===== src/rtl/core/gtsp_pkg.sv =====
// ----------------------------------------------------------------------------
// gtsp_pkg
// types and constants shared by the tag stream parser and its channels
// ----------------------------------------------------------------------------
`default_nettype none

package gtsp_pkg;

  localparam int unsigned WORD_W  = 64;
  localparam int unsigned ADDR_W  = 8;
  localparam int unsigned VADDR_W = 22;

  // size of the image memory in bytes
  localparam logic [32:0] VRAM_BYTES = 33'd4194304;
  localparam logic [32:0] QUAD_BYTES = 33'd16;

  typedef enum logic [2:0] {
    PH_TAG_LO = 3'd0,
    PH_TAG_HI = 3'd1,
    PH_PK_LO  = 3'd2,
    PH_PK_HI  = 3'd3,
    PH_RL     = 3'd4,
    PH_IM_LO  = 3'd5,
    PH_IM_HI  = 3'd6,
    PH_RL_PAD = 3'd7
  } phase_t;

  typedef enum logic [1:0] {
    KIND_REG    = 2'd0,
    KIND_VERTEX = 2'd1,
    KIND_IMAGE  = 2'd2
  } kind_t;

  typedef enum logic [1:0] {
    FMT_PACKED  = 2'd0,
    FMT_REGLIST = 2'd1,
    FMT_IMAGE   = 2'd2,
    FMT_DISABLE = 2'd3
  } fmt_t;

  // packed-mode register descriptors with special handling
  localparam logic [3:0] DESC_XYZF2 = 4'h4;
  localparam logic [3:0] DESC_XYZ2  = 4'h5;
  localparam logic [3:0] DESC_FOG   = 4'hA;
  localparam logic [3:0] DESC_RSVD  = 4'hB;
  localparam logic [3:0] DESC_XYZF3 = 4'hC;
  localparam logic [3:0] DESC_XYZ3  = 4'hD;
  localparam logic [3:0] DESC_AD    = 4'hE;
  localparam logic [3:0] DESC_NOP   = 4'hF;

  localparam logic [7:0] REG_PRIM      = 8'h00;
  localparam logic [7:0] REG_FOG       = 8'h0A;
  localparam logic [7:0] REG_BITBLTBUF = 8'h50;

endpackage : gtsp_pkg

`default_nettype wire


===== src/rtl/core/gtsp_word_if.sv =====
// ----------------------------------------------------------------------------
// gtsp_word_if
// packet stream channel: one 64-bit word per beat
// ----------------------------------------------------------------------------
`default_nettype none

interface gtsp_word_if;
  logic                        valid;
  logic                        ready;
  logic [gtsp_pkg::WORD_W-1:0] word;
  logic                        last_of_buffer;

  modport source (output valid, output word, output last_of_buffer, input ready);
  modport sink   (input valid, input word, input last_of_buffer, output ready);
endinterface : gtsp_word_if

`default_nettype wire


===== src/rtl/core/gtsp_event_if.sv =====
// ----------------------------------------------------------------------------
// gtsp_event_if
// result channel: register write, vertex event or image quad per beat
// ----------------------------------------------------------------------------
`default_nettype none

interface gtsp_event_if;
  logic                         valid;
  logic                         ready;
  logic [1:0]                   kind;
  logic [gtsp_pkg::ADDR_W-1:0]  reg_addr;
  logic [gtsp_pkg::WORD_W-1:0]  value;
  logic [gtsp_pkg::WORD_W-1:0]  value_hi;
  logic [gtsp_pkg::VADDR_W-1:0] vram_addr;

  modport source (output valid, output kind, output reg_addr, output value,
                  output value_hi, output vram_addr, input ready);
  modport sink   (input valid, input kind, input reg_addr, input value,
                  input value_hi, input vram_addr, output ready);
endinterface : gtsp_event_if

`default_nettype wire


===== src/rtl/core/gif_tag_stream_parser_core.sv =====
// ----------------------------------------------------------------------------
// gif_tag_stream_parser_core
// parses tagged packet words into register writes, vertex events and image
// quad writes
// ----------------------------------------------------------------------------
// Takes one 64-bit stream word per clock and decodes it combinationally
// against the parser state; any result it causes lands in one output register
// and appears there in the cycle after its word is taken. A new word is taken
// whenever that output register is empty or is being drained in the same
// cycle, so the sustained rate is one word per cycle with no gaps while the
// result side keeps up. Tags are two words, packed and image quads two words,
// reglist entries one word. Words carrying last_of_buffer drop any partial
// tag, quad or remaining loops. Image writes that would run past the end of
// image memory are dropped, but still advance the address.
`default_nettype none

module gif_tag_stream_parser_core #(
  parameter logic [32:0] VRAM_BYTES = gtsp_pkg::VRAM_BYTES
) (
  input  wire logic     clk,
  input  wire logic     rst,
  gtsp_word_if.sink     stream,
  gtsp_event_if.source  events
);

  gtsp_pkg::phase_t phase, phase_next;
  logic [14:0]      loops_left, loops_left_next;
  logic [4:0]       regs_per_loop, regs_per_loop_next;
  logic [3:0]       reg_slot, reg_slot_next;
  logic [63:0]      reg_descriptors, reg_descriptors_next;
  logic [1:0]       data_format, data_format_next;
  logic [63:0]      held_low_word, held_low_word_next;
  logic [31:0]      image_address, image_address_next;
  logic             pad_pending, pad_pending_next;

  logic             out_valid;
  logic             in_acc;

  logic [3:0]       cur_desc;
  logic [3:0]       slot_inc;
  logic             slot_wrap;
  logic [14:0]      loops_dec;
  logic             loops_done;
  logic             image_fits;
  logic [3:0]       tag_nreg;
  logic [4:0]       tag_regs;
  logic [1:0]       tag_fmt;
  logic [14:0]      tag_loops;

  logic             res_valid;
  gtsp_pkg::kind_t  res_kind;
  logic [7:0]       res_addr;
  logic [63:0]      res_lo;
  logic [63:0]      res_hi;
  logic [21:0]      res_vaddr;
  logic             bitblt_load;

  assign stream.ready = !out_valid || events.ready;
  assign in_acc       = stream.valid && stream.ready;

  assign cur_desc   = reg_descriptors[{reg_slot, 2'b00} +: 4];
  assign slot_inc   = reg_slot + 4'd1;
  assign slot_wrap  = (slot_inc == 4'd0) || ({1'b0, slot_inc} >= regs_per_loop);
  assign loops_dec  = loops_left - 15'd1;
  assign loops_done = (loops_dec == 15'd0);
  assign image_fits = ({1'b0, image_address} + gtsp_pkg::QUAD_BYTES) <= VRAM_BYTES;

  assign tag_nreg  = held_low_word[63:60];
  assign tag_regs  = (tag_nreg == 4'd0) ? 5'd16 : {1'b0, tag_nreg};
  assign tag_fmt   = held_low_word[59:58];
  assign tag_loops = held_low_word[14:0];

  // result decode
  always_comb begin : result_decode
    res_valid = 1'b0;
    res_kind  = gtsp_pkg::KIND_REG;
    res_addr  = '0;
    res_lo    = '0;
    res_hi    = '0;
    res_vaddr = '0;
    unique case (phase)
      gtsp_pkg::PH_TAG_HI: begin
        if (held_low_word[46]) begin
          res_valid = 1'b1;
          res_addr  = gtsp_pkg::REG_PRIM;
          res_lo    = {53'd0, held_low_word[57:47]};
        end
      end
      gtsp_pkg::PH_PK_HI: begin
        unique case (cur_desc) inside
          gtsp_pkg::DESC_XYZF2, gtsp_pkg::DESC_XYZ2,
          gtsp_pkg::DESC_XYZF3, gtsp_pkg::DESC_XYZ3: begin
            res_valid = 1'b1;
            res_kind  = gtsp_pkg::KIND_VERTEX;
            res_addr  = {4'd0, cur_desc};
            res_lo    = held_low_word;
            res_hi    = stream.word;
          end
          gtsp_pkg::DESC_FOG: begin
            res_valid = 1'b1;
            res_addr  = gtsp_pkg::REG_FOG;
            res_lo    = {56'd0, stream.word[39:32]};
          end
          gtsp_pkg::DESC_AD: begin
            res_valid = 1'b1;
            res_addr  = stream.word[7:0];
            res_lo    = held_low_word;
          end
          gtsp_pkg::DESC_RSVD, gtsp_pkg::DESC_NOP: begin
            res_valid = 1'b0;
          end
          default: begin
            res_valid = 1'b1;
            res_addr  = {4'd0, cur_desc};
            res_lo    = held_low_word;
          end
        endcase
      end
      gtsp_pkg::PH_RL: begin
        res_valid = 1'b1;
        res_addr  = {4'd0, cur_desc};
        res_lo    = stream.word;
      end
      gtsp_pkg::PH_IM_HI: begin
        if (image_fits) begin
          res_valid = 1'b1;
          res_kind  = gtsp_pkg::KIND_IMAGE;
          res_lo    = held_low_word;
          res_hi    = stream.word;
          res_vaddr = image_address[21:0];
        end
      end
      default: begin
        res_valid = 1'b0;
      end
    endcase
  end

  assign bitblt_load = res_valid && (res_kind == gtsp_pkg::KIND_REG)
                       && (res_addr == gtsp_pkg::REG_BITBLTBUF);

  // next state
  always_comb begin : state_next
    phase_next           = phase;
    loops_left_next      = loops_left;
    regs_per_loop_next   = regs_per_loop;
    reg_slot_next        = reg_slot;
    reg_descriptors_next = reg_descriptors;
    data_format_next     = data_format;
    held_low_word_next   = held_low_word;
    image_address_next   = image_address;
    pad_pending_next     = pad_pending;
    unique case (phase)
      gtsp_pkg::PH_TAG_LO: begin
        held_low_word_next = stream.word;
        phase_next         = gtsp_pkg::PH_TAG_HI;
      end
      gtsp_pkg::PH_TAG_HI: begin
        loops_left_next      = tag_loops;
        regs_per_loop_next   = tag_regs;
        data_format_next     = tag_fmt;
        reg_descriptors_next = stream.word;
        reg_slot_next        = 4'd0;
        pad_pending_next     = tag_loops[0] && tag_regs[0];
        if (tag_loops == 15'd0) begin
          phase_next = gtsp_pkg::PH_TAG_LO;
        end else if (tag_fmt == gtsp_pkg::FMT_IMAGE || tag_fmt == gtsp_pkg::FMT_DISABLE) begin
          phase_next = gtsp_pkg::PH_IM_LO;
        end else if (tag_fmt == gtsp_pkg::FMT_REGLIST) begin
          phase_next = gtsp_pkg::PH_RL;
        end else begin
          phase_next = gtsp_pkg::PH_PK_LO;
        end
      end
      gtsp_pkg::PH_PK_LO: begin
        held_low_word_next = stream.word;
        phase_next         = gtsp_pkg::PH_PK_HI;
      end
      gtsp_pkg::PH_PK_HI: begin
        if (bitblt_load) begin
          image_address_next = {7'd0, res_lo[45:32], 11'd0};
        end
        reg_slot_next = slot_wrap ? 4'd0 : slot_inc;
        if (slot_wrap) begin
          loops_left_next = loops_dec;
        end
        phase_next = (slot_wrap && loops_done) ? gtsp_pkg::PH_TAG_LO : gtsp_pkg::PH_PK_LO;
      end
      gtsp_pkg::PH_RL: begin
        reg_slot_next = slot_wrap ? 4'd0 : slot_inc;
        if (slot_wrap) begin
          loops_left_next = loops_dec;
        end
        if (slot_wrap && loops_done) begin
          phase_next = pad_pending ? gtsp_pkg::PH_RL_PAD : gtsp_pkg::PH_TAG_LO;
        end
      end
      gtsp_pkg::PH_IM_LO: begin
        held_low_word_next = stream.word;
        phase_next         = gtsp_pkg::PH_IM_HI;
      end
      gtsp_pkg::PH_IM_HI: begin
        image_address_next = image_address + 32'd16;
        loops_left_next    = loops_dec;
        phase_next         = loops_done ? gtsp_pkg::PH_TAG_LO : gtsp_pkg::PH_IM_LO;
      end
      gtsp_pkg::PH_RL_PAD: begin
        pad_pending_next = 1'b0;
        phase_next       = gtsp_pkg::PH_TAG_LO;
      end
      default: begin
        phase_next = gtsp_pkg::PH_TAG_LO;
      end
    endcase
    if (stream.last_of_buffer) begin
      phase_next = gtsp_pkg::PH_TAG_LO;
    end
  end

  always_ff @(posedge clk) begin
    if (rst) begin
      phase           <= gtsp_pkg::PH_TAG_LO;
      loops_left      <= '0;
      regs_per_loop   <= '0;
      reg_slot        <= '0;
      reg_descriptors <= '0;
      data_format     <= '0;
      held_low_word   <= '0;
      image_address   <= '0;
      pad_pending     <= 1'b0;
    end else if (in_acc) begin
      phase           <= phase_next;
      loops_left      <= loops_left_next;
      regs_per_loop   <= regs_per_loop_next;
      reg_slot        <= reg_slot_next;
      reg_descriptors <= reg_descriptors_next;
      data_format     <= data_format_next;
      held_low_word   <= held_low_word_next;
      image_address   <= image_address_next;
      pad_pending     <= pad_pending_next;
    end
  end

  // output register
  always_ff @(posedge clk) begin
    if (rst) begin
      out_valid <= 1'b0;
    end else if (in_acc) begin
      out_valid <= res_valid;
    end else if (events.ready) begin
      out_valid <= 1'b0;
    end
  end

  always_ff @(posedge clk) begin
    if (in_acc && res_valid) begin
      events.kind      <= res_kind;
      events.reg_addr  <= res_addr;
      events.value     <= res_lo;
      events.value_hi  <= res_hi;
      events.vram_addr <= res_vaddr;
    end
  end

  assign events.valid = out_valid;

`ifndef NO_ASSERTIONS
  a_last_returns_to_tag : assert property (@(posedge clk) disable iff (rst)
    in_acc && stream.last_of_buffer |=> phase == gtsp_pkg::PH_TAG_LO)
    else $error("buffer end did not return parser to tag state");

  a_result_from_beat : assert property (@(posedge clk) disable iff (rst)
    $rose(out_valid) |-> $past(in_acc))
    else $error("result appeared without an accepted beat");

  a_slot_in_range : assert property (@(posedge clk) disable iff (rst)
    (phase == gtsp_pkg::PH_PK_LO || phase == gtsp_pkg::PH_PK_HI || phase == gtsp_pkg::PH_RL)
    |-> ({1'b0, reg_slot} < regs_per_loop))
    else $error("descriptor slot beyond register count");

  a_loops_nonzero : assert property (@(posedge clk) disable iff (rst)
    (phase == gtsp_pkg::PH_PK_LO || phase == gtsp_pkg::PH_PK_HI || phase == gtsp_pkg::PH_RL
     || phase == gtsp_pkg::PH_IM_LO || phase == gtsp_pkg::PH_IM_HI)
    |-> (loops_left != 15'd0))
    else $error("data phase with no loops left");

  a_image_aligned : assert property (@(posedge clk) disable iff (rst)
    out_valid && events.kind == gtsp_pkg::KIND_IMAGE |-> events.vram_addr[3:0] == 4'd0)
    else $error("image quad address not quad aligned");
`endif

endmodule : gif_tag_stream_parser_core

`default_nettype wire


===== src/flat_wrapper.sv =====
// flat-port wrapper written by rule: the top's interface ports become plain ports
module gif_tag_stream_parser_core_flat 
#(
  parameter logic [32:0] VRAM_BYTES = gtsp_pkg::VRAM_BYTES
)
  (clk, rst, stream_valid, stream_word, stream_last_of_buffer, stream_ready, events_valid, events_kind, events_reg_addr, events_value, events_value_hi, events_vram_addr, events_ready);
  gtsp_word_if stream_i ();
  gtsp_event_if events_i ();
  input  wire logic clk;
  input  wire logic rst;
  input wire logic [$bits(stream_i.valid)-1:0] stream_valid;
  input wire logic [$bits(stream_i.word)-1:0] stream_word;
  input wire logic [$bits(stream_i.last_of_buffer)-1:0] stream_last_of_buffer;
  output wire logic [$bits(stream_i.ready)-1:0] stream_ready;
  output wire logic [$bits(events_i.valid)-1:0] events_valid;
  output wire logic [$bits(events_i.kind)-1:0] events_kind;
  output wire logic [$bits(events_i.reg_addr)-1:0] events_reg_addr;
  output wire logic [$bits(events_i.value)-1:0] events_value;
  output wire logic [$bits(events_i.value_hi)-1:0] events_value_hi;
  output wire logic [$bits(events_i.vram_addr)-1:0] events_vram_addr;
  input wire logic [$bits(events_i.ready)-1:0] events_ready;
  assign stream_i.valid = stream_valid;
  assign stream_i.word = stream_word;
  assign stream_i.last_of_buffer = stream_last_of_buffer;
  assign stream_ready = stream_i.ready;
  assign events_valid = events_i.valid;
  assign events_kind = events_i.kind;
  assign events_reg_addr = events_i.reg_addr;
  assign events_value = events_i.value;
  assign events_value_hi = events_i.value_hi;
  assign events_vram_addr = events_i.vram_addr;
  assign events_i.ready = events_ready;
  gif_tag_stream_parser_core #(.VRAM_BYTES(VRAM_BYTES)) u_core (.clk(clk), .rst(rst), .stream(stream_i), .events(events_i));
endmodule

===== config.mk =====
export PLATFORM = sky130hd
export DESIGN_NAME = gif_tag_stream_parser_core_flat
export DESIGN_NICKNAME = d
export VERILOG_FILES = /design/src/rtl/core/gtsp_pkg.sv /design/src/rtl/core/gtsp_word_if.sv /design/src/rtl/core/gtsp_event_if.sv /design/src/rtl/core/gif_tag_stream_parser_core.sv /design/src/flat_wrapper.sv
export SDC_FILE = /design/constraint.sdc
export NUM_CORES = 1
export LEC_CHECK = 0
export BUFFER_PORTS_ARGS = -buffer_cell sky130_fd_sc_hd__buf_2
export CORE_AREA = 2 2 231 233
export DETAILED_ROUTE_END_ITERATION = 8
export DIE_AREA = 0 0 233 235
export SYNTH_ARGS = -nofsm -noshare
export SYNTH_HDL_FRONTEND = slang
export SYNTH_SLANG_ARGS = --single-unit

===== constraint.sdc =====
create_clock -name clk -period 8 [get_ports clk]
set_input_delay 2 -clock clk [delete_from_list [all_inputs] [get_ports clk]]
set_output_delay 2 -clock clk [all_outputs]
set_load 0.05 [all_outputs]

==> flow_metrics.env <==
export IMPL_status="complete, no violations"
export IMPL_cp_start_kind="register"
export IMPL_cp_required_ns=8.16
export IMPL_synth_cells=1650
export IMPL_wl_met2_um=22100
export IMPL_synth_edf_count=156
export IMPL_cts_resized=0
export IMPL_dr_total_vias=13256
export IMPL_crit_type="register to register"
export IMPL_multiInputGateArea_mm2=0.00663
export IMPL_synth_avg_cell_area_um2=9.42
export IMPL_wl_per_cell_um=19.1
export IMPL_num_fill_cells=5276
export IMPL_wl_met3_um=3550
export IMPL_ant_nets=0
export IMPL_numClockSinks=341
export IMPL_drive_gt1_share_pct=18.1
export IMPL_min_delay_path_class="register to register"
export IMPL_syn_area_mm2=0.0155
export IMPL_dp_hpwl_um=32900
export IMPL_final_common_cell="nand2_1"
export IMPL_m1WireLength_um=20700
export IMPL_end_kind="register"
export IMPL_layout_nets=1885
export IMPL_ys_seq_elements=341
export IMPL_fin_skew_ns=0.0289
export IMPL_yosysWarningCount=0
export IMPL_dieArea_mm2=0.0548
export IMPL_insertedDiodeCount=0
export IMPL_drt_pass1_iterations=5
export IMPL_start_util_pct=29.7
export IMPL_clock_latency_ns=0.55
export IMPL_ys_flop_type="dfxtp_1"
export IMPL_cts_tree="yes"
export IMPL_wl_um=48200
export IMPL_fin_tns_setup_ns=0
export IMPL_ys_types=73
export IMPL_setup_slack_ns=3.23
export IMPL_regArea_mm2=0.00839
export IMPL_fp_dieW_um=233
export IMPL_power_density_mw_per_mm2=206
export IMPL_drc=0
export IMPL_cts_root_buf="clkbuf_16"
export IMPL_grt_pass1_wl_um=72900
export IMPL_irDropWorstVdd_mv=0.133
export IMPL_gp_congestion=0.889
export IMPL_dr_max_layer_used="met5"
export IMPL_clk_transition_reported_paths_ns=0.06
export IMPL_vias_per_cell=5.25
export IMPL_drt_iter0_markers=1143
export IMPL_p_leak_nw=6.49
export IMPL_syn_to_final_growth_pct=18.3
export IMPL_ios=231
export IMPL_cp_arrival_ns=4.93
export IMPL_antenna_found_initial=2
export IMPL_cts_setup_buffers=0
export IMPL_clock_fmax_mhz=210
export IMPL_rsz0062_at_grt="no"
export IMPL_core_mm2=0.0522
export IMPL_rows=84
export IMPL_grt_max_degree=152
export IMPL_tightest_slew_ns=1.14
export IMPL_slew_headroom_pct=24.0
export IMPL_ys_seq_area_share_pct=54.0
export IMPL_grt_usage_pct=17.0
export IMPL_mostFrequentLayoutCells="nand2_1 (402), buf_2 (225), dfxtp_1 (185)"
export IMPL_cts_buffers_inserted=37
export IMPL_clock_path_buffers=3
export IMPL_cp_max_fo=151
export IMPL_fp_dieH_um=235
export IMPL_setup_viol=0
export IMPL_grt_ovfl_total=0
export IMPL_place_ws_ns=3.25
export IMPL_layout_min_cycle_time_ns=4.77
export IMPL_maxCapViolCount=0
export IMPL_async_flop_share_pct=0
export IMPL_grt_pass1_vias=12163
export IMPL_hold_violations=0
export IMPL_fin_crit_sh_pct=59.7
export IMPL_hold_buffers=0
export IMPL_slew_viol_final=0
export IMPL_cts_htree_levels=2
export IMPL_port_buffers=226
-- area by class of cell --
type | count | area share [%]
Sequential cell | 341 | 45.6
Multi-Input combinational cell | 1169 | 36.1
Timing Repair Buffer | 241 | 6.87
Clock buffer | 49 | 5.45
Tap cell | 688 | 4.68
Clock inverter | 18 | 0.973
Inverter | 17 | 0.347
-- power breakdown --
part / leakage (nW) / switching [mW] / internal, mW
sequential: 2.89 / 0.0357 / 1.85
clock: 0.571 / 0.715 / 0.958
combinational: 3.03 / 0.158 / 0.0703
total: 6.49 / 0.909 / 2.87
-- Yosys cell counts (7+ instances only) --
cell	number	area, um^2
a211oi_1	10	75.1
a21oi_1	183	916
a222oi_1	11	110
a22o_1	44	385
a22oi_1	13	97.6
a31oi_1	12	75.1
and2_1	25	156
and3_1	7	43.8
buf_2	18	90.1
clkbuf_1	98	368
dfxtp_1	185	3700
edfxtp_1	156	4680
ha_1	9	113
inv_1	15	56.3
mux2i_1	10	100
mux4_2	13	293
nand2_1	402	1510
nand2b_1	14	87.6
nand3_1	26	130
nand4_1	18	113
nor2_1	69	259
nor2b_1	71	444
nor3_1	19	95.1
nor4_1	15	93.8
o211ai_1	8	60.1
o21ai_0	45	225
o22ai_1	7	43.8
o31ai_1	11	82.6
o32ai_1	12	105
or3_1	7	43.8
or4_1	11	82.6
xnor2_1	9	78.8
-- registers in the layout (all words and copies together) (netlist names), 2 cells and up --
name	count
u_core.image_address	28
u_core.loops_left	15
u_core.reg_slot	4
u_core.events.kind	2
u_core.events.value_hi	64
u_core.reg_descriptors	64
u_core.regs_per_loop	5
u_core.held_low_word	64
u_core.phase	3
u_core.events.value	64
u_core.events.reg_addr	8
u_core.events.vram_addr	18
-- stage by stage --
stage	power [mW]	cell area (um^2)	cells	hold WS (ns)	util, %
2_1_floorplan	2.05	15500	1653	0.432	-
3_3_place_gp	2.14	17200	2456	0.439	32.9
3_5_place_dp	2.15	17200	2456	0.447	32.9
4_1_cts	3.82	18400	2523	0.455	35.2
5_1_grt	3.91	18400	2523	0.472	35.2
6_report	3.78	18400	2523	0.453	35.2
-- metal layers --
metal	up-vias	GRT usage [%]
met5	-	0
met4	2	6.85
met3	95	3.50
met2	478	26.5
met1	6448	22.8
li1	6233	-
-- worst max-delay path, cell delays in order (launching register included) --
cell	delay (ns)
dfxtp_1	0.50
ha_1	0.43
nand3_1	0.34
nor4_1	0.78
and4bb_1	0.34
o22ai_1	0.10
or4_4	0.58
nor3_2	0.11
buf_4	0.26
o21a_4	0.23
buf_12	0.57
-- worst paths after layout --
path | from | end | slack [ns] | depth (start not counted)
hold / removal | u_core.reg_descriptors[4]$_SDFFE_PP0P_ | u_core.reg_descriptors[4]$_SDFFE_PP0P_ | 0.45 | 2
setup / recovery | u_core.image_address[4]$_SDFFE_PP0P_ | u_core.events.value_hi[47]$_DFFE_PP_ | 3.23 | 10
setup reg to reg | u_core.image_address[4]$_SDFFE_PP0P_ | u_core.events.value_hi[47]$_DFFE_PP_ | 3.23 | 10
hold reg to reg | u_core.reg_descriptors[4]$_SDFFE_PP0P_ | u_core.reg_descriptors[4]$_SDFFE_PP0P_ | 0.45 | 2
-- cells by family after synthesis --
family                     count (synthesis)  synth area share, %
and+or+nand+nor                          707                 21.0
DFF                                      341                 54.0
other                                      1               0.0241
muxes                                     28                 2.89
buffers and inverters                    143                 3.74
xor gates and xnor gates                  14                0.789
AOI/OAI and AO/OA                        407                 16.9
adders and majority gates                  9                0.725
Power figures use the tool's default switching activity.
